### config.mk
export PLATFORM = sky130hd
export DESIGN_NAME = kinsoku_line_layout
export DESIGN_NICKNAME = d
export VERILOG_FILES = /design/src/sv/kll_pkg.sv /design/src/sv/kinsoku_line_layout.sv
export SDC_FILE = /design/constraint.sdc
export NUM_CORES = 1
export LEC_CHECK = 0
export ABC_AREA = 1
export BUFFER_PORTS_ARGS = -buffer_cell sky130_fd_sc_hd__buf_4
export CAP_MARGIN = 20
export CORE_UTILIZATION = 30
export CTS_CLUSTER_SIZE = 25
export DETAILED_ROUTE_END_ITERATION = 16
export GPL_TIMING_DRIVEN = 1
export REMOVE_ABC_BUFFERS = 1
export SYNTH_ARGS = -nofsm -noshare
export SYNTH_HDL_FRONTEND = slang
export SYNTH_SLANG_ARGS = --single-unit
export TNS_END_PERCENT = 20
### constraint.sdc
create_clock -name clk -period 3.67 [get_ports clk]
set_input_delay 1.101 -clock clk [delete_from_list [all_inputs] [get_ports clk]]
set_output_delay 1.101 -clock clk [all_outputs]
set_load 0.005 [all_outputs]
### src/sv/kll_pkg.sv
// Shared types, constants and character class tables for the kinsoku line layout block.
`timescale 1ns / 1ps
`default_nettype none

package kll_pkg;

  // Grid geometry
  localparam int COLS = 16;
  localparam int ROWS = 4;

  localparam int CODE_W  = 16;
  localparam int COL_W   = 5;   // columns up to 32
  localparam int ROW_W   = 3;   // rows up to 4, plus one past the end
  localparam int COUNT_W = 8;   // up to 255 cells
  localparam int SROW_W  = 2;
  localparam int CFG_IDX_W  = 1;
  localparam int CFG_DATA_W = 5;

  // Output queue
  localparam int FIFO_DEPTH = 4;
  localparam int FIFO_PTR_W = 2;
  localparam int FIFO_CNT_W = 3;

  // Item kinds on the input tuser
  localparam logic FUNC_CHAR = 1'b0;
  localparam logic FUNC_END  = 1'b1;

  // Configuration register indexes
  localparam logic [CFG_IDX_W-1:0] CFG_START_COL = 1'b0;
  localparam logic [CFG_IDX_W-1:0] CFG_START_ROW = 1'b1;

  localparam logic [CODE_W-1:0] BLANK_CODE = 16'h0000;

  typedef struct packed {
    logic [CODE_W-1:0]  code;
    logic               last;
    logic               overflow;
    logic [COUNT_W-1:0] count;
  } result_t;

  // Characters that may not open a line (small kana, closing marks, punctuation)
  function automatic logic forbid_at_start(input logic [CODE_W-1:0] c);
    logic hit;
    hit = 1'b0;
    case (c)
      16'h82E1, 16'h82E3, 16'h82E5, 16'h82C1,
      16'h8142, 16'h8141, 16'h8145, 16'h8163,
      16'h8184, 16'h8178, 16'h8176, 16'h816A,
      16'h816E, 16'h8148, 16'h8149, 16'h817C,
      16'h815B, 16'h8383, 16'h8385, 16'h8387,
      16'h8362, 16'h8396, 16'h829F, 16'h82A1,
      16'h82A3, 16'h82A5, 16'h82A7, 16'h8340,
      16'h8342, 16'h8344, 16'h8346, 16'h8348,
      16'h8144, 16'h8160: hit = 1'b1;
      default: hit = 1'b0;
    endcase
    return hit;
  endfunction

  // Characters that may not close a line (opening brackets)
  function automatic logic forbid_at_end(input logic [CODE_W-1:0] c);
    logic hit;
    hit = 1'b0;
    case (c)
      16'h8183, 16'h8177, 16'h8175, 16'h816D, 16'h8169: hit = 1'b1;
      default: hit = 1'b0;
    endcase
    return hit;
  endfunction

endpackage

`default_nettype wire

### src/sv/kinsoku_line_layout.sv
// Top level of the kinsoku line layout block: layout state, line break rules, output queue.
`timescale 1ns / 1ps
`default_nettype none

// A result is queued when its input transaction is accepted; results ahead of it go first.
// Throughput: one input transaction per cycle while the 4-entry output queue has room
// for two results; items that cause two results drain at one result per cycle, so the
// output port sets the sustained rate.
// Reset (rst, synchronous): empties the queue, clears start registers, opens a fresh run.
module kinsoku_line_layout (
  input  wire logic        clk,
  input  wire logic        rst,
  // Configuration write port
  input  wire logic        cfg_we,
  input  wire logic [kll_pkg::CFG_IDX_W-1:0]  cfg_index,
  input  wire logic [kll_pkg::CFG_DATA_W-1:0] cfg_data,
  // Input stream
  input  wire logic        s_tvalid,
  output logic             s_tready,
  input  wire logic [15:0] s_tdata,   // [15:0] char_code
  input  wire logic        s_tuser,   // [0] func
  // Result stream
  output logic             m_tvalid,
  input  wire logic        m_tready,
  output logic [23:0]      m_tdata,   // [15:0] out_code, [23:16] code_count
  output logic             m_tlast,   // last
  output logic             m_tuser    // [0] overflow
);

  localparam logic [kll_pkg::COL_W:0]   COLS_X   = (kll_pkg::COL_W + 1)'(kll_pkg::COLS);
  localparam logic [kll_pkg::COL_W-1:0] LAST_COL = kll_pkg::COL_W'(kll_pkg::COLS - 1);
  localparam logic [kll_pkg::ROW_W-1:0] ROWS_X   = kll_pkg::ROW_W'(kll_pkg::ROWS);

  // Configuration registers
  logic [kll_pkg::COL_W-1:0]  start_col;
  logic [kll_pkg::SROW_W-1:0] start_row;

  // Layout state
  logic [kll_pkg::COL_W-1:0]   col_pos, col_pos_next;
  logic [kll_pkg::ROW_W-1:0]   row_pos, row_pos_next;
  logic [kll_pkg::COUNT_W-1:0] cell_count, cell_count_next;
  logic [kll_pkg::CODE_W-1:0]  held_code, held_code_next;
  logic                        held_valid, held_valid_next;
  logic                        halted, halted_next;
  logic                        fresh, fresh_next;

  // Output queue
  kll_pkg::result_t               fifo_mem [kll_pkg::FIFO_DEPTH];
  logic [kll_pkg::FIFO_PTR_W-1:0] wr_ptr, rd_ptr;
  logic [kll_pkg::FIFO_CNT_W-1:0] fifo_cnt;

  logic in_hs, out_hs;
  logic [1:0] push_n;
  kll_pkg::result_t res0, res1;

  // Working position after reload at the first character of a run
  logic [kll_pkg::COL_W-1:0]   col_eff;
  logic [kll_pkg::ROW_W-1:0]   row_eff;
  logic [kll_pkg::COUNT_W-1:0] cnt_eff;
  logic                        hv_eff;
  logic [kll_pkg::COL_W:0]     col_inc;
  logic [kll_pkg::CODE_W-1:0]  held_out;

  // Two free slots are needed: one character can cause two results
  assign s_tready = (fifo_cnt <= kll_pkg::FIFO_CNT_W'(kll_pkg::FIFO_DEPTH - 2));
  assign in_hs    = s_tvalid && s_tready;
  assign out_hs   = m_tvalid && m_tready;

  assign m_tvalid = (fifo_cnt != '0);
  assign m_tdata  = {fifo_mem[rd_ptr].count, fifo_mem[rd_ptr].code};
  assign m_tlast  = fifo_mem[rd_ptr].last;
  assign m_tuser  = fifo_mem[rd_ptr].overflow;

  always_ff @(posedge clk) begin
    if (rst) begin
      start_col <= '0;
      start_row <= '0;
    end else if (cfg_we) begin
      unique case (cfg_index)
        kll_pkg::CFG_START_COL: start_col <= cfg_data;
        kll_pkg::CFG_START_ROW: start_row <= cfg_data[kll_pkg::SROW_W-1:0];
        default: ;
      endcase
    end
  end

  // Layout decision for one accepted item
  always_comb begin
    col_pos_next    = col_pos;
    row_pos_next    = row_pos;
    cell_count_next = cell_count;
    held_code_next  = held_code;
    held_valid_next = held_valid;
    halted_next     = halted;
    fresh_next      = fresh;
    push_n          = 2'd0;
    res0            = '0;
    res1            = '0;

    // Reload the cursor at the first character; a start column past the grid
    // begins the row below.
    if (fresh) begin
      hv_eff  = 1'b0;
      cnt_eff = '0;
      if ({1'b0, start_col} >= COLS_X) begin
        col_eff = '0;
        row_eff = kll_pkg::ROW_W'(start_row) + 1'b1;
      end else begin
        col_eff = start_col;
        row_eff = kll_pkg::ROW_W'(start_row);
      end
    end else begin
      hv_eff  = held_valid;
      cnt_eff = cell_count;
      col_eff = col_pos;
      row_eff = row_pos;
    end
    held_out = hv_eff ? held_code : kll_pkg::BLANK_CODE;
    col_inc  = {1'b0, col_eff} + 1'b1;

    if (in_hs) begin
      if (s_tuser == kll_pkg::FUNC_END) begin
        if (halted) begin
          // End of an overflowed run: swallowed, next run starts clean
          halted_next = 1'b0;
          fresh_next  = 1'b1;
        end else begin
          res0            = '{code: held_out, last: 1'b1, overflow: 1'b0, count: cnt_eff};
          push_n          = 2'd1;
          cell_count_next = cnt_eff;
          held_valid_next = 1'b0;
          held_code_next  = kll_pkg::BLANK_CODE;
          fresh_next      = 1'b1;
        end
      end else if (!halted) begin
        fresh_next = 1'b0;
        if (row_eff >= ROWS_X) begin
          // Screen full
          res0            = '{code: held_out, last: 1'b1, overflow: 1'b1, count: cnt_eff};
          push_n          = 2'd1;
          halted_next     = 1'b1;
          cell_count_next = cnt_eff;
          held_valid_next = 1'b0;
          held_code_next  = kll_pkg::BLANK_CODE;
        end else if (col_eff == '0 && hv_eff && kll_pkg::forbid_at_start(s_tdata)) begin
          // Pull the previous cell down behind a blank pad
          res0            = '{code: kll_pkg::BLANK_CODE, last: 1'b0, overflow: 1'b0, count: '0};
          res1            = '{code: held_code, last: 1'b0, overflow: 1'b0, count: '0};
          push_n          = 2'd2;
          held_code_next  = s_tdata;
          held_valid_next = 1'b1;
          cell_count_next = cnt_eff + kll_pkg::COUNT_W'(2);
          if ((kll_pkg::COL_W + 1)'(2) >= COLS_X) begin
            col_pos_next = '0;
            row_pos_next = row_eff + 1'b1;
          end else begin
            col_pos_next = kll_pkg::COL_W'(2);
            row_pos_next = row_eff;
          end
        end else if (col_eff == LAST_COL && kll_pkg::forbid_at_end(s_tdata)) begin
          if (row_eff + 1'b1 >= ROWS_X) begin
            // No next line for the pushed character
            res0            = '{code: held_out, last: 1'b1, overflow: 1'b1, count: cnt_eff};
            push_n          = 2'd1;
            halted_next     = 1'b1;
            cell_count_next = cnt_eff;
            held_valid_next = 1'b0;
            held_code_next  = kll_pkg::BLANK_CODE;
          end else begin
            // Push the opening mark to the next line behind a blank pad
            if (hv_eff) begin
              res0   = '{code: held_code, last: 1'b0, overflow: 1'b0, count: '0};
              res1   = '{code: kll_pkg::BLANK_CODE, last: 1'b0, overflow: 1'b0, count: '0};
              push_n = 2'd2;
            end else begin
              res0   = '{code: kll_pkg::BLANK_CODE, last: 1'b0, overflow: 1'b0, count: '0};
              push_n = 2'd1;
            end
            held_code_next  = s_tdata;
            held_valid_next = 1'b1;
            cell_count_next = cnt_eff + kll_pkg::COUNT_W'(2);
            row_pos_next    = row_eff + 1'b1;
            col_pos_next    = kll_pkg::COL_W'(1);
          end
        end else begin
          // Ordinary character: release the held cell, hold this one
          if (hv_eff) begin
            res0   = '{code: held_code, last: 1'b0, overflow: 1'b0, count: '0};
            push_n = 2'd1;
          end
          held_code_next  = s_tdata;
          held_valid_next = 1'b1;
          cell_count_next = cnt_eff + 1'b1;
          if (col_inc >= COLS_X) begin
            col_pos_next = '0;
            row_pos_next = row_eff + 1'b1;
          end else begin
            col_pos_next = col_inc[kll_pkg::COL_W-1:0];
            row_pos_next = row_eff;
          end
        end
      end
    end
  end

  always_ff @(posedge clk) begin
    if (rst) begin
      col_pos    <= '0;
      row_pos    <= '0;
      cell_count <= '0;
      held_code  <= '0;
      held_valid <= 1'b0;
      halted     <= 1'b0;
      fresh      <= 1'b1;
    end else begin
      col_pos    <= col_pos_next;
      row_pos    <= row_pos_next;
      cell_count <= cell_count_next;
      held_code  <= held_code_next;
      held_valid <= held_valid_next;
      halted     <= halted_next;
      fresh      <= fresh_next;
    end
  end

  // Queue pointers
  always_ff @(posedge clk) begin
    if (rst) begin
      wr_ptr   <= '0;
      rd_ptr   <= '0;
      fifo_cnt <= '0;
    end else begin
      wr_ptr   <= wr_ptr + kll_pkg::FIFO_PTR_W'(push_n);
      rd_ptr   <= rd_ptr + kll_pkg::FIFO_PTR_W'(out_hs);
      fifo_cnt <= fifo_cnt + kll_pkg::FIFO_CNT_W'(push_n) - kll_pkg::FIFO_CNT_W'(out_hs);
    end
  end

  // Queue storage
  always_ff @(posedge clk) begin
    if (push_n != 2'd0) begin
      fifo_mem[wr_ptr] <= res0;
    end
    if (push_n == 2'd2) begin
      fifo_mem[wr_ptr + 1'b1] <= res1;
    end
  end

  // Checks
  a_fifo_bound: assert property (@(posedge clk) disable iff (rst)
    fifo_cnt <= kll_pkg::FIFO_CNT_W'(kll_pkg::FIFO_DEPTH))
    else $error("output queue overrun");

  a_fresh_empty: assert property (@(posedge clk) disable iff (rst)
    fresh |-> !held_valid)
    else $error("held cell left over at run start");

  a_halt_empty: assert property (@(posedge clk) disable iff (rst)
    halted |-> !held_valid)
    else $error("held cell kept after overflow");

  a_char_clears_fresh: assert property (@(posedge clk) disable iff (rst)
    (in_hs && s_tuser == kll_pkg::FUNC_CHAR) |=> !fresh)
    else $error("character did not open a run");

  a_halt_last: assert property (@(posedge clk) disable iff (rst)
    $rose(halted) |-> (fifo_cnt != '0))
    else $error("overflow without a final result");

endmodule

`default_nettype wire

# After elaboration in Yosys (flattened, before gate mapping)
# Memory sizes are Yosys's and may differ from the RTL's. A register that Yosys moved wholly into a read port is not among the register bits.
# Cells that the tools add are included.
[op_classes]
eq_ne = 43
n_lt_le_gt_ge = 5
n_mux = 83
n_reduce_logical = 15
addsub = 10
bitwise = 4
[op_table]
columns = ["operator", "count"]
rows = [
  ["16-bit equality test (second input constant)", 39],
  ["26-bit 2-to-1 mux", 14],
  ["16-bit 2-to-1 mux", 8],
  ["8-bit 2-to-1 mux", 8],
  ["34-bit OR reduction", 1],
  ["1-bit 2-to-1 mux", 32],
  ["5-bit 2-to-1 mux", 6],
  ["2-bit 2-to-1 mux", 9],
  ["3-bit 2-to-1 mux", 6],
  ["8-bit by 1-bit adder with 8-bit output (second input constant)", 1],
  ["8-bit by 2-bit adder with 8-bit output (second input constant)", 1],
  ["2-bit AND reduction", 4],
  ["5-bit by 1-bit adder with 6-bit output (second input constant)", 1],
  ["3-bit >= comparator (second input constant)", 2],
  ["6-bit by 5-bit >= comparator with 1-bit output (second input constant)", 1],
  ["5-bit by 4-bit equality test with 1-bit output (second input constant)", 1],
  ["5-bit >= comparator (second input constant)", 1],
  ["1-bit logical AND", 5],
  ["5-bit zero test", 1],
  ["5-bit AND reduction", 1],
  ["5-bit OR reduction", 1],
  ["1-bit inverter", 4],
  ["2-bit by 1-bit adder with 3-bit output (second input constant)", 1],
  ["3-bit by 1-bit adder with 3-bit output (second input constant)", 1],
  ["11 further kinds", 11],
]
[word_totals]
n_memories = 1
ramBits = 104
output_inout_bits = 28
elab_cells = 173
input_bits = 28
regBits = 49
[memory_table]
columns = ["memory", "words", "word_bits", "rd", "rd_clocked_by_memory_dff", "write_ports", "line_no", "rtl"]
rows = [
  ["fifo_mem", 4, 26, 1, 1, 2, "kinsoku_line_layout.sv:48", "kll_pkg::result_t fifo_mem [kll_pkg::FIFO_DEPTH];"],
]

# Logic depth before layout (Yosys ltp)
# Gate-level depths: netlist of the first run.
[depth]
ltp_word = 24
mapped_depth = 25
ltp_nobuf = 25

# Least setup slack after synthesis of the first run
# OpenSTA, ideal clock, no wires.
[synth_timing]
path_type = "in2reg"
startpoint = "input port s_tdata[3]"
endpoint = "register fifo_cnt[2] (netlist name)"
setup_slack_ps = 168
setup_time_ps = 120
t_required_ps = 3550
arrival_time_ps = 3382
cell_stages = 21
path_cell_list = "buf_2 nor2_1 nand2_1 nor2_1 nor2_1 nand2_1 nand2_1 nand2_1 nor2_1 nand3_1 nand2_2 nand2_1 nand2_1 nand2_2 ha_1 inv_1 ha_1 fa_1 xor2_1 o21ai_0 a21oi_1"
[synth_via]
elab_chain_cells = 17
[synth_rtl]
columns = ["element", "line_no", "rtl"]
rows = [
  ["start, declared", "kinsoku_line_layout.sv:20", "input wire logic [15:0] s_tdata,"],
  ["16-bit equality test", "kll_pkg.sv:64", "case (c)"],
  ["5-bit OR reduction", "kll_pkg.sv:64", ""],
  ["1-bit 2-to-1 mux", "kll_pkg.sv:64", ""],
  ["1-bit 2-to-1 mux", "kinsoku_line_layout.sv:145", "end else if (col_eff == '0 && hv_eff && kll_pkg::forbid_at_start(s_tdata)) begin"],
  ["1-bit 2-to-1 mux", "kinsoku_line_layout.sv:137", "if (row_eff >= ROWS_X) begin"],
  ["1-bit 2-to-1 mux", "kinsoku_line_layout.sv:135", "end else if (!halted) begin"],
  ["1-bit 2-to-1 mux", "kinsoku_line_layout.sv:122", "if (s_tuser == kll_pkg::FUNC_END) begin"],
  ["1-bit 2-to-1 mux", "kinsoku_line_layout.sv:121", "if (in_hs) begin"],
  ["1-bit logical AND", "kinsoku_line_layout.sv:160", "end else if (col_eff == LAST_COL && kll_pkg::forbid_at_end(s_tdata)) begin"],
  ["2-bit 2-to-1 mux", "kinsoku_line_layout.sv:160", ""],
  ["2-bit 2-to-1 mux (*)", "kinsoku_line_layout.sv:145", ""],
  ["2-bit 2-to-1 mux (*)", "kinsoku_line_layout.sv:137", ""],
  ["2-bit 2-to-1 mux (*)", "kinsoku_line_layout.sv:135", ""],
  ["2-bit 2-to-1 mux (*)", "kinsoku_line_layout.sv:122", ""],
  ["2-bit 2-to-1 mux (*)", "kinsoku_line_layout.sv:121", ""],
  ["3-bit by 2-bit adder with 3-bit output (*)", "kinsoku_line_layout.sv:235", "fifo_cnt <= fifo_cnt + kll_pkg::FIFO_CNT_W'(push_n) - kll_pkg::FIFO_CNT_W'(out_hs);"],
  ["3-bit by 1-bit subtractor with 3-bit output (*)", "kinsoku_line_layout.sv:235", ""],
  ["end signal, assigned", "kinsoku_line_layout.sv:235", ""],
  ["end, declared", "kinsoku_line_layout.sv:50", "logic [kll_pkg::FIFO_CNT_W-1:0] fifo_cnt;"],
]
# Mark *: on every way between the ends. The rest lies on a longest branch, timed or not. The select of a mux whose other input is x is not followed.
# A chain may end at the register's enable or synchronous reset.

# Worst setup path in the final report of the first run
[layout_timing]
startpoint = "register fresh"
endpoint = "register fifo_cnt[2] (netlist name)"
[layout_via]
elab_chain_cells = 12
[layout_rtl]
columns = ["element", "line_no", "rtl"]
rows = [
  ["start, declared", "kinsoku_line_layout.sv:45", "logic fresh, fresh_next;"],
  ["start signal, assigned", "kinsoku_line_layout.sv:222", "fresh <= fresh_next;"],
  ["3-bit 2-to-1 mux", "kinsoku_line_layout.sv:102", "if (fresh) begin"],
  ["3-bit by 1-bit adder with 3-bit output", "kinsoku_line_layout.sv:161", "if (row_eff + 1'b1 >= ROWS_X) begin"],
  ["3-bit >= comparator", "kinsoku_line_layout.sv:161", ""],
  ["2-bit 2-to-1 mux", "kinsoku_line_layout.sv:161", ""],
  ["2-bit 2-to-1 mux", "kinsoku_line_layout.sv:160", ""],
  ["2-bit 2-to-1 mux", "kinsoku_line_layout.sv:145", ""],
  ["2-bit 2-to-1 mux (*)", "kinsoku_line_layout.sv:137", ""],
  ["2-bit 2-to-1 mux (*)", "kinsoku_line_layout.sv:135", ""],
  ["2-bit 2-to-1 mux (*)", "kinsoku_line_layout.sv:122", ""],
  ["2-bit 2-to-1 mux (*)", "kinsoku_line_layout.sv:121", ""],
  ["3-bit by 2-bit adder with 3-bit output (*)", "kinsoku_line_layout.sv:235", ""],
  ["3-bit by 1-bit subtractor with 3-bit output (*)", "kinsoku_line_layout.sv:235", ""],
]
# Mark *: on every way between the ends. The rest lies on a longest branch, timed or not.

==> results.sh, run 1 <==
export IMPL_cpMostUsedCell="nand2_1"
export IMPL_rsz0062_at_grt="false"
export IMPL_die_area_mm2=0.0295
export IMPL_path_class="reg2reg"
export IMPL_syn2layout_area_growth_pct=19.9
export IMPL_seq_area_frac_synth_pct=42.9
export IMPL_avgRoutedWirePerCell_um=15.6
export IMPL_hold_class="reg2reg"
export IMPL_max_slew_margin_pct=35.8
export IMPL_setup_ws_ns=0.330
export IMPL_ant_nets=0
export IMPL_worstPathArrival_ns=3.69
export IMPL_path_clk_slew_ns=0.07
export IMPL_outcome="complete, no violations"
export IMPL_place_gp_congestion=0.904
export IMPL_rows=61
export IMPL_fin_skew_ns=0.0126
export IMPL_die_h_um=172
export IMPL_period_minus_slack_ns=3.34
export IMPL_slowest_delay_ns=0.40
export IMPL_diodes=0
export IMPL_core_area_mm2=0.0281
export IMPL_die_w_um=172
export IMPL_ir_drop_mv=0.349
export IMPL_instances_no_fill=1665
export IMPL_setup_viol=0
export IMPL_drc=0
export IMPL_min_from="row_pos[1]"
export IMPL_grt_remaining_overflow=0
export IMPL_grt_pass1_vias=7878
export IMPL_clkLatencyLatePin_ns=0.43
export IMPL_p_per_area_mw_per_mm2=573
export IMPL_hold_end="row_pos[1]"
export IMPL_async_flop_share_pct=0
export IMPL_cts_hold_buf=0
export IMPL_cp_top_family="adder cells"
export IMPL_slowest_stage="dfxtp_2"
export IMPL_worstMarginPinSlew_ns=0.959
export IMPL_cp_end_kind="flip-flop"
export IMPL_timing_rr_start="fresh"
export IMPL_ys_ff_latch=153
export IMPL_whs_ns=0.452
export IMPL_io_pins=56
export IMPL_cts_tree="done"
export IMPL_leakagePower_nw=4.32
export IMPL_path_cells="buf_6, inv_2, a21oi_1, o21ai_0, o21ai_0, ha_2, or2_1, nand2_2, inv_2, nor2_1, nand3_1, nand2_1, inv_1, nand2_1, nand2_1, nand2_2, ha_1, inv_1, ha_1, fa_1, xor2_1, o21ai_1, a21oi_1"
export IMPL_ys_flop_type="dfxtp_1"
export IMPL_slew_viol_final=0
export IMPL_fmax_ghz=0.299
export IMPL_netlist_area_mm2=0.00864
export IMPL_netlist_instances=1194
export IMPL_drv_cap=0
export IMPL_place_inst=1632
export IMPL_grt_max_degree=59
export IMPL_cts_buffers=17
export IMPL_place_ws_ns=-0.116
export IMPL_portBuffers=55
export IMPL_synth_cell_type_count=43
export IMPL_syn_avg_cell_area_um2=7.24
export IMPL_wl_mm=26.0
export IMPL_path_max_fanout=9
export IMPL_grt_pass1_wl_mm=42.2
export IMPL_cts_htree_levels=4
export IMPL_synth_edf_count=64
export IMPL_hold_viol=0
export IMPL_antenna_found_initial=0
export IMPL_min_path_cells=2
export IMPL_clockRootBuffer="clkbuf_16"
export IMPL_fin_crit_sh_pct=91.0
export IMPL_start_util_pct=30.8
export IMPL_yosys_warnings=0
export IMPL_setup_tns_final_ns=0
export IMPL_required_ns=4.02
export IMPL_r2r_slack_ns=0.33
export IMPL_r2r_cells=23
export IMPL_drtIter0Drc=691
export IMPL_reg2reg_to="fifo_cnt[2]"
export IMPL_grtUsageTotal_pct=18.4
export IMPL_start_kind="flip-flop"
export IMPL_drive_above_1_share_pct=15.5
export IMPL_drtPass1Iterations=7
export IMPL_critPathBufInv=5
export IMPL_fillers=2990
export IMPL_vias=8401
export IMPL_hpwl_mm=18.1
export IMPL_vias_per_cell=5.05
export IMPL_clock_sinks=153
export IMPL_clk_path_buf_depth=2
export IMPL_nets=1316
-- cell usage after synthesis, types with 13 or more instances --
library cell	n	share of area [%]
ha_1	13	1.9
o22ai_1	87	6.3
a21oi_1	84	4.9
clkbuf_1	32	1.4
nand3_1	96	5.6
dfxtp_1	89	21
edfxtp_1	64	22
inv_1	85	3.7
buf_2	15	0.87
nand2_1	243	11
nor2_1	188	8.2
o21ai_0	92	5.3
-- worst register-to-register path, cell delays in order (launching register included) --
cell and delay, ns:
dfxtp_2 0.40, buf_6 0.16, inv_2 0.10, a21oi_1 0.13, o21ai_0 0.09, o21ai_0 0.12
ha_2 0.25, or2_1 0.11, nand2_2 0.12, inv_2 0.08, nor2_1 0.04, nand3_1 0.08
nand2_1 0.05, inv_1 0.08, nand2_1 0.06, nand2_1 0.07, nand2_2 0.05, ha_1 0.26
inv_1 0.04, ha_1 0.18, fa_1 0.38, xor2_1 0.21, o21ai_1 0.08, a21oi_1 0.12
-- worst max-delay path by stage --
stage | from | to | slack [ns] | cells after the start
2_1_floorplan | s_tvalid | fifo_mem[2][10] | -0.50 | 8
3_3_place_gp | s_tdata[0] | fifo_cnt[2] | -0.11 | 20
3_5_place_dp | s_tdata[14] | fifo_cnt[2] | -0.12 | 21
4_1_cts | fresh | fifo_cnt[2] | 0.21 | 24
5_1_grt | start_col[4] | fifo_cnt[2] | 0.03 | 25
6_report | fresh | fifo_cnt[2] | 0.33 | 23
-- sequential cells by signal, indices dropped and copies added (netlist names) --
signal / cells
start_row: 2
start_col: 5
held_code: 16
fifo_cnt: 3
halted: 1
wr_ptr: 2
fresh: 1
col_pos: 5
held_valid: 1
fifo_mem: 104
cell_count: 8
rd_ptr: 2
row_pos: 3
-- final cells by class --
type / count / area, um2 / share of cell area (%)
clock inverter: 13 / 126 / 1.22
timing repair buffer: 124 / 972 / 9.38
clock buffer: 19 / 454 / 4.38
tap: 378 / 473 / 4.56
sequential: 153 / 3700 / 35.8
multi-input combinational: 875 / 4240 / 40.9
inverter: 103 / 389 / 3.76
-- metal layers --
metal / part of all wire [%] / GRT usage, % / wire [um]
met5: 0 / 0 / 0
met4: 1.5 / 4.85 / 393
met3: 5.4 / 2.88 / 1410
met2: 47 / 30.4 / 12200
met1: 46 / 24.9 / 12000
-- timing repair --
action                                  4_1_cts  5_1_grt
endpoints found under the hold margin         0        0
setup buffers                                 0        1
gates resized for setup                       0        9
endpoints found under the setup margin        0       22
-- per-stage QoR --
step | cell area, um2 | total power, mW | util, %
after floorplan | 8320 | 3.31 | -
after global placement | 9750 | 4.19 | 34.7
after detailed placement | 9750 | 4.22 | 34.7
after CTS | 10300 | 5.97 | 36.8
after global routing | 10400 | 6.32 | 36.9
final | 10400 | 5.93 | 36.9
-- kinds of logic (layout without fill, tap and decap cells) --
family	count (synthesis)	after routing	synth area share, %
AND/OR/NAND/NOR	566	566	27.5
buffers and inverters	166	259	8.20
adder cells (fa/ha/maj)	14	14	2.11
flip-flops	153	153	42.9
XOR/XNOR	10	10	1.01
AO/OA/AOI/OAI	285	285	18.3
-- cells in the final DEF (no fill, tap or decap), types with 3 or more instances in the layout --
| cell type | netlist | layout |
|---|---|---|
| a211oi_1 | 3 | 3 |
| a21oi_1 | 84 | 84 |
| buf_12 | 0 | 3 |
| buf_4 | 9 | 120 |
| clkbuf_16 | 0 | 18 |
| clkinv_1 | 5 | 5 |
| dfxtp_1 | 89 | 88 |
| edfxtp_1 | 64 | 64 |
| ha_1 | 13 | 10 |
| ha_2 | 0 | 3 |
| inv_1 | 85 | 85 |
| inv_2 | 12 | 12 |
| inv_4 | 1 | 4 |
| inv_6 | 0 | 7 |
| nand2_1 | 243 | 243 |
| nand2_2 | 12 | 12 |
| nand2_4 | 4 | 4 |
| nand3_1 | 96 | 96 |
| nand4_1 | 9 | 9 |
| nor2_1 | 188 | 187 |
| nor2_2 | 5 | 6 |
| o211ai_1 | 5 | 5 |
| o21ai_0 | 92 | 90 |
| o21ai_1 | 4 | 5 |
| o22ai_1 | 87 | 87 |
| xnor2_1 | 3 | 3 |
| xor2_1 | 7 | 7 |
-- power breakdown --
group          leakage [nW]  switching [mW]  internal, mW
registers              1.33           0.152          2.07
logic                  2.71            1.16         0.785
clock network         0.287           0.773         0.992
total                  4.32            2.08          3.85
Note: power is estimated with default switching activity, not from simulation.
==> run 2: changes to the inputs <==
--- a/config.mk
+++ b/config.mk
@@ -12,6 +12,7 @@
 export CTS_CLUSTER_SIZE = 25
 export DETAILED_ROUTE_END_ITERATION = 16
 export GPL_TIMING_DRIVEN = 1
+export RECOVER_POWER = 50
 export REMOVE_ABC_BUFFERS = 1
 export SYNTH_ARGS = -nofsm -noshare
 export SYNTH_HDL_FRONTEND = slang
==> run 2 against run 1 <==
  * Combinational power decreased by 3%
  * Clock-buffer cell count unchanged
  * Wire length increased by 0.13%
  * The flow now finishes with violations (capacitance limit, slew limit)
  * First-iteration DRC count increased by 2.5%
  * Highest routed layer unchanged
==> results.sh, run 2 (synthesized netlist as in run 1, its figures left out) <==
export IMPL_grtUsageTotal_pct=18.4
export IMPL_period_minus_slack_ns=3.47
export IMPL_violations="capacitance limit, slew limit"
export IMPL_path_cells="clkinv_1, clkbuf_1, o21ai_0, o22ai_1, clkbuf_4"
export IMPL_core_area_mm2=0.0281
export IMPL_syn2layout_area_growth_pct=18.9
export IMPL_vias=8381
export IMPL_path_max_fanout=16
export IMPL_largest_reg_flops=104
export IMPL_grt_pass1_vias=7878
export IMPL_vias_per_cell=5.03
export IMPL_io_pins=56
export IMPL_grt_remaining_overflow=0
export IMPL_final_common_cell="nand2_1"
export IMPL_timing_rr_start="fresh"
export IMPL_cts_tree="done"
export IMPL_multi_input_area_mm2=0.00424
export IMPL_die_area_mm2=0.0295
export IMPL_drtPass1Iterations=7
export IMPL_layout_common_cells="244 x nand2_1, 187 x nor2_1, 96 x nand3_1, 91 x o21ai_0, 88 x dfxtp_1"
export IMPL_leakagePower_nw=4.25
export IMPL_required_ns=2.57
export IMPL_slew_viol_final=30
export IMPL_gr_usage_met2_pct=30.4
export IMPL_fin_skew_ns=0.0118
export IMPL_diodes=0
export IMPL_worstMarginPinSlew_ns=1.55
export IMPL_path_clk_slew_ns=0.07
export IMPL_report_power_total_mw=5.87
export IMPL_final_core_util_pct=36.6
export IMPL_avgRoutedWirePerCell_um=15.6
export IMPL_ant_nets=0
export IMPL_portBuffers=55
export IMPL_antenna_found_initial=0
export IMPL_drv_cap=1
export IMPL_wl_mm=26.0
export IMPL_clkLatencyLatePin_ns=0.43
export IMPL_rsz0062_at_grt="false"
export IMPL_min_from="row_pos[1]"
export IMPL_cp_end_kind="output pin"
export IMPL_hold_class="reg2reg"
export IMPL_instances_no_fill=1665
export IMPL_path_class="reg2out"
export IMPL_cts_htree_levels=4
export IMPL_worstPathArrival_ns=2.36
export IMPL_start_util_pct=30.8
export IMPL_setup_viol=0
export IMPL_reg_top3="fifo_mem (104), held_code (16), cell_count (8)"
export IMPL_outcome="finished, violations left"
export IMPL_grt_use_met3_pct=2.88
export IMPL_regArea_mm2=0.00370
export IMPL_setup_tns_final_ns=0
export IMPL_drc=0
export IMPL_gr_max_usage_layer="met2"
export IMPL_p_per_area_mw_per_mm2=571
export IMPL_clockRootBuffer="clkbuf_16"
export IMPL_fin_crit_sh_pct=94.4
export IMPL_drtIter0Drc=708
export IMPL_grt_max_degree=59
export IMPL_fillers=3004
export IMPL_place_gp_congestion=0.904
export IMPL_hold_viol=0
export IMPL_start_kind="flip-flop"
export IMPL_grtUsageMet1_pct=24.9
export IMPL_clock_sinks=153
export IMPL_clk_path_buf_depth=2
export IMPL_die_h_um=172
export IMPL_grt_pass1_wl_mm=42.2
export IMPL_top_register="fifo_mem"
export IMPL_crit_start="rd_ptr[0]"
export IMPL_rows=61
export IMPL_drive_above_1_share_pct=14.3
export IMPL_slowest_delay_ns=0.62
export IMPL_cts_buffers=17
export IMPL_ir_drop_mv=0.336
export IMPL_max_slew_margin_pct=-3.44
export IMPL_place_inst=1632
export IMPL_nets=1316
export IMPL_hpwl_mm=18.1
export IMPL_slowest_stage="clkbuf_1"
export IMPL_die_w_um=172
export IMPL_fmax_ghz=0.289
[run 2: changes by cell type in the layout (fill, tap and decap cells not counted), moves of 2 or more]
cell      change
buf_4        -40
clkbuf_1     +13
clkbuf_4     +22
clkbuf_2      +5
buf_12        -2
[run 2: stage by stage]
step | setup WS, ns | instance area, um2 | hold WS (ns)
CTS | 0.213 | 10300 | 0.455
finish | 0.205 | 10300 | 0.452
global placement | -0.107 | 9750 | 0.432
global route | 0.0252 | 10300 | 0.488
detailed placement | -0.116 | 9750 | 0.446
floorplan | -0.503 | 8320 | 0.422
[run 2: path summary, 6_finish.rpt]
path	end	slack, ns	cells after the start
max	m_tdata[14]	0.20	5
min	row_pos[1]	0.45	2
max reg2reg	fifo_cnt[2]	0.34	23
min reg2reg	row_pos[1]	0.45	2
[run 2: per-layer routing]
| metal | share of wire (%) | wire length [um] | vias up |
|---|---|---|---|
| met1 | 47 | 12100 | 3895 |
| met5 | 0 | 0 | - |
| met3 | 4.8 | 1250 | 25 |
| met4 | 1.3 | 327 | 0 |
| li1 | - | - | 4215 |
| met2 | 47 | 12300 | 246 |
[run 2: cell type report]
| class | count | area share, % |
|---|---|---|
| Multi-Input combinational cell | 875 | 41.3 |
| Sequential cell | 153 | 36.1 |
| Timing Repair Buffer | 124 | 8.64 |
| Tap cell | 378 | 4.61 |
| Clock buffer | 19 | 4.42 |
| Inverter | 103 | 3.78 |
| Clock inverter | 13 | 1.23 |
[run 2: repair_timing]
item                                    in CTS  in global routing
buffers inserted                             0                  1
endpoints found under the setup margin       0                 22
hold buffers                                 0                  0
gates resized for setup                      0                  9
[run 2: worst max-delay path: cells and delay by family (launching register included)]
family          cells  cell delay (ns)
buf+inv             3             1.11
compound gates      2             0.51
flops               1             0.32
[run 2: where the power goes]
part	leakage (nW)	internal [mW]	switching, mW
Combinational	2.64	0.724	1.15
Clock	0.287	0.992	0.772
Sequential	1.33	2.07	0.152
Total	4.25	3.79	2.08
==> run 3: changes to the inputs <==
==> constraint.sdc (replaced) <==
create_clock -name clk -period 3.4 [get_ports clk]
set_input_delay 1.02 -clock clk [delete_from_list [all_inputs] [get_ports clk]]
set_output_delay 1.02 -clock clk [all_outputs]
set_load 0.005 [all_outputs]
==> run 3 against run 2 <==
  * The flow still finishes with violations (capacitance limit, slew limit)
  * Global-route usage down 0.095 points
  * Utilization up 1.1 points
  * First-iteration DRC count down 3.4%
  * Sequential share of layout area down 1.1 points
  * Setup slack better by 0.015 ns
  * Combinational power up 12%
  * Cell area up 3.1%
  * Register-to-register slack worse by 0.04 ns
  * Critical path type unchanged
==> results.sh, run 3 (synthesized netlist as in run 1, its figures left out) <==
export IMPL_drc=0
export IMPL_grt_pass1_vias=8000
export IMPL_core_area_mm2=0.0281
export IMPL_grtUsageTotal_pct=18.3
export IMPL_avgRoutedWirePerCell_um=15.6
export IMPL_cts_hold_buf=0
export IMPL_worstPathArrival_ns=2.16
export IMPL_start_util_pct=30.8
export IMPL_cts_tree="done"
export IMPL_clockRootBuffer="clkbuf_16"
export IMPL_hpwl_mm=18.2
export IMPL_rsz0062_at_grt="false"
export IMPL_drtPass1Iterations=7
export IMPL_report_power_total_mw=6.46
export IMPL_die_area_mm2=0.0295
export IMPL_setup_viol=0
export IMPL_min_path_cells=2
export IMPL_largest_reg_flops=104
export IMPL_slew_viol_final=30
export IMPL_crit_start="rd_ptr[0]"
export IMPL_violations="capacitance limit, slew limit"
export IMPL_cp_end_kind="output pin"
export IMPL_hold_viol=0
export IMPL_path_class="reg2out"
export IMPL_place_gp_congestion=0.870
export IMPL_portBuffers=55
export IMPL_die_w_um=172
export IMPL_fin_crit_sh_pct=93.5
export IMPL_drv_cap=1
export IMPL_required_ns=2.38
export IMPL_antenna_found_initial=0
export IMPL_ant_nets=0
export IMPL_clk_path_buf_depth=2
export IMPL_reg_top3="fifo_mem (104), held_code (16), cell_count (8)"
export IMPL_r2r_cells=24
export IMPL_path_clk_slew_ns=0.07
export IMPL_grt_remaining_overflow=0
export IMPL_leakagePower_nw=4.45
export IMPL_fillers=3032
export IMPL_hold_class="reg2reg"
export IMPL_min_from="row_pos[1]"
export IMPL_die_h_um=172
export IMPL_drtIter0Drc=684
export IMPL_top_register="fifo_mem"
export IMPL_grt_pass1_wl_mm=41.9
export IMPL_place_inst=1659
export IMPL_final_core_util_pct=37.7
export IMPL_wl_mm=26.3
export IMPL_clock_sinks=153
export IMPL_rows=61
export IMPL_io_pins=56
export IMPL_layout_common_cells="244 x nand2_1, 187 x nor2_1, 115 x buf_4, 96 x nand3_1, 89 x o21ai_0"
export IMPL_cts_htree_levels=4
export IMPL_clkLatencyLatePin_ns=0.43
export IMPL_final_common_cell="nand2_1"
export IMPL_nets=1344
export IMPL_vias_per_cell=5.00
export IMPL_path_max_fanout=41
export IMPL_max_slew_margin_pct=-3.89
export IMPL_worstMarginPinSlew_ns=1.56
export IMPL_drive_above_1_share_pct=17.2
export IMPL_cts_buffers=17
export IMPL_p_per_area_mw_per_mm2=610
export IMPL_vias=8462
export IMPL_syn2layout_area_growth_pct=22.6
export IMPL_outcome="finished, violations left"
export IMPL_start_kind="flip-flop"
export IMPL_instances_no_fill=1693
export IMPL_diodes=0
export IMPL_fin_skew_ns=0.0125
export IMPL_fmax_ghz=0.314
export IMPL_grt_max_degree=77
export IMPL_period_minus_slack_ns=3.18
export IMPL_ir_drop_mv=0.282
export IMPL_timing_rr_start="fresh"
==> run 3: cell types whose count changed in the layout (fill, tap and decap cells not counted), sizes merged <==
cell and delta:
buf +35, clkbuf -7, clkinv +1, clkinvlp -1
==> run 3: layout make-up <==
| type | instances | area [um2] | area share [%] |
|---|---|---|---|
| multi-input cells | 875 | 4250 | 40.1 |
| flip-flops and latches | 153 | 3710 | 35.0 |
| repair buffers | 152 | 1170 | 11.0 |
| clock buffers | 19 | 475 | 4.49 |
| well taps | 378 | 473 | 4.47 |
| inverters | 103 | 389 | 3.67 |
| clock inverters | 13 | 128 | 1.20 |
==> run 3: path summary, 6_finish.rpt <==
path	end	slack [ns]
worst max-delay path	m_tdata[7]	0.22
worst min-delay path	row_pos[1]	0.45
worst max register to register	fifo_cnt[2]	0.30
worst min register to register	row_pos[1]	0.45
==> run 3: through the flow <==
stage | setup TNS (ns) | setup WS, ns | hold WS (ns) | cell area [um2]
after global placement | -10.05 | -0.258 | 0.431 | 9970
final | 0 | 0.220 | 0.449 | 10600
after detailed placement | -12.51 | -0.300 | 0.440 | 9970
after global routing | 0 | 0.00825 | 0.482 | 10600
after floorplan | -49.46 | -0.700 | 0.422 | 8320
after CTS | 0 | 0.0360 | 0.448 | 10600
==> run 3: worst max-delay path: stages (launching register included) <==
cell	delay, ns
dfxtp_1	0.33
clkinv_1	0.34
clkbuf_4	0.48
o21ai_0	0.25
o22ai_1	0.14
clkbuf_4	0.17
==> run 3: power by group <==
group | total, mW | switching [mW] | internal [mW] | leakage [nW]
combinational | 2.10 | 1.26 | 0.847 | 2.83
clock | 1.95 | 0.838 | 1.12 | 0.301
sequential | 2.41 | 0.169 | 2.24 | 1.33
total | 6.46 | 2.26 | 4.20 | 4.45
==> run 3: repair_timing <==
| action | CTS | global route |
|---|---|---|
| resized for setup | 0 | 14 |
| buffers inserted | 0 | 2 |
| endpoints found under the setup margin | 0 | 24 |
==> run 3: layer usage <==
| layer | global-route usage, % | part of all wire [%] | up-vias | wire [um] |
|---|---|---|---|---|
| met5 | 0 | 0 | - | 0 |
| met2 | 29.6 | 46 | 321 | 12200 |
| li1 | - | - | 4267 | - |
| met3 | 2.55 | 6.3 | 50 | 1670 |
| met4 | 7.34 | 2.4 | 0 | 626 |
| met1 | 24.6 | 45 | 3824 | 11900 |
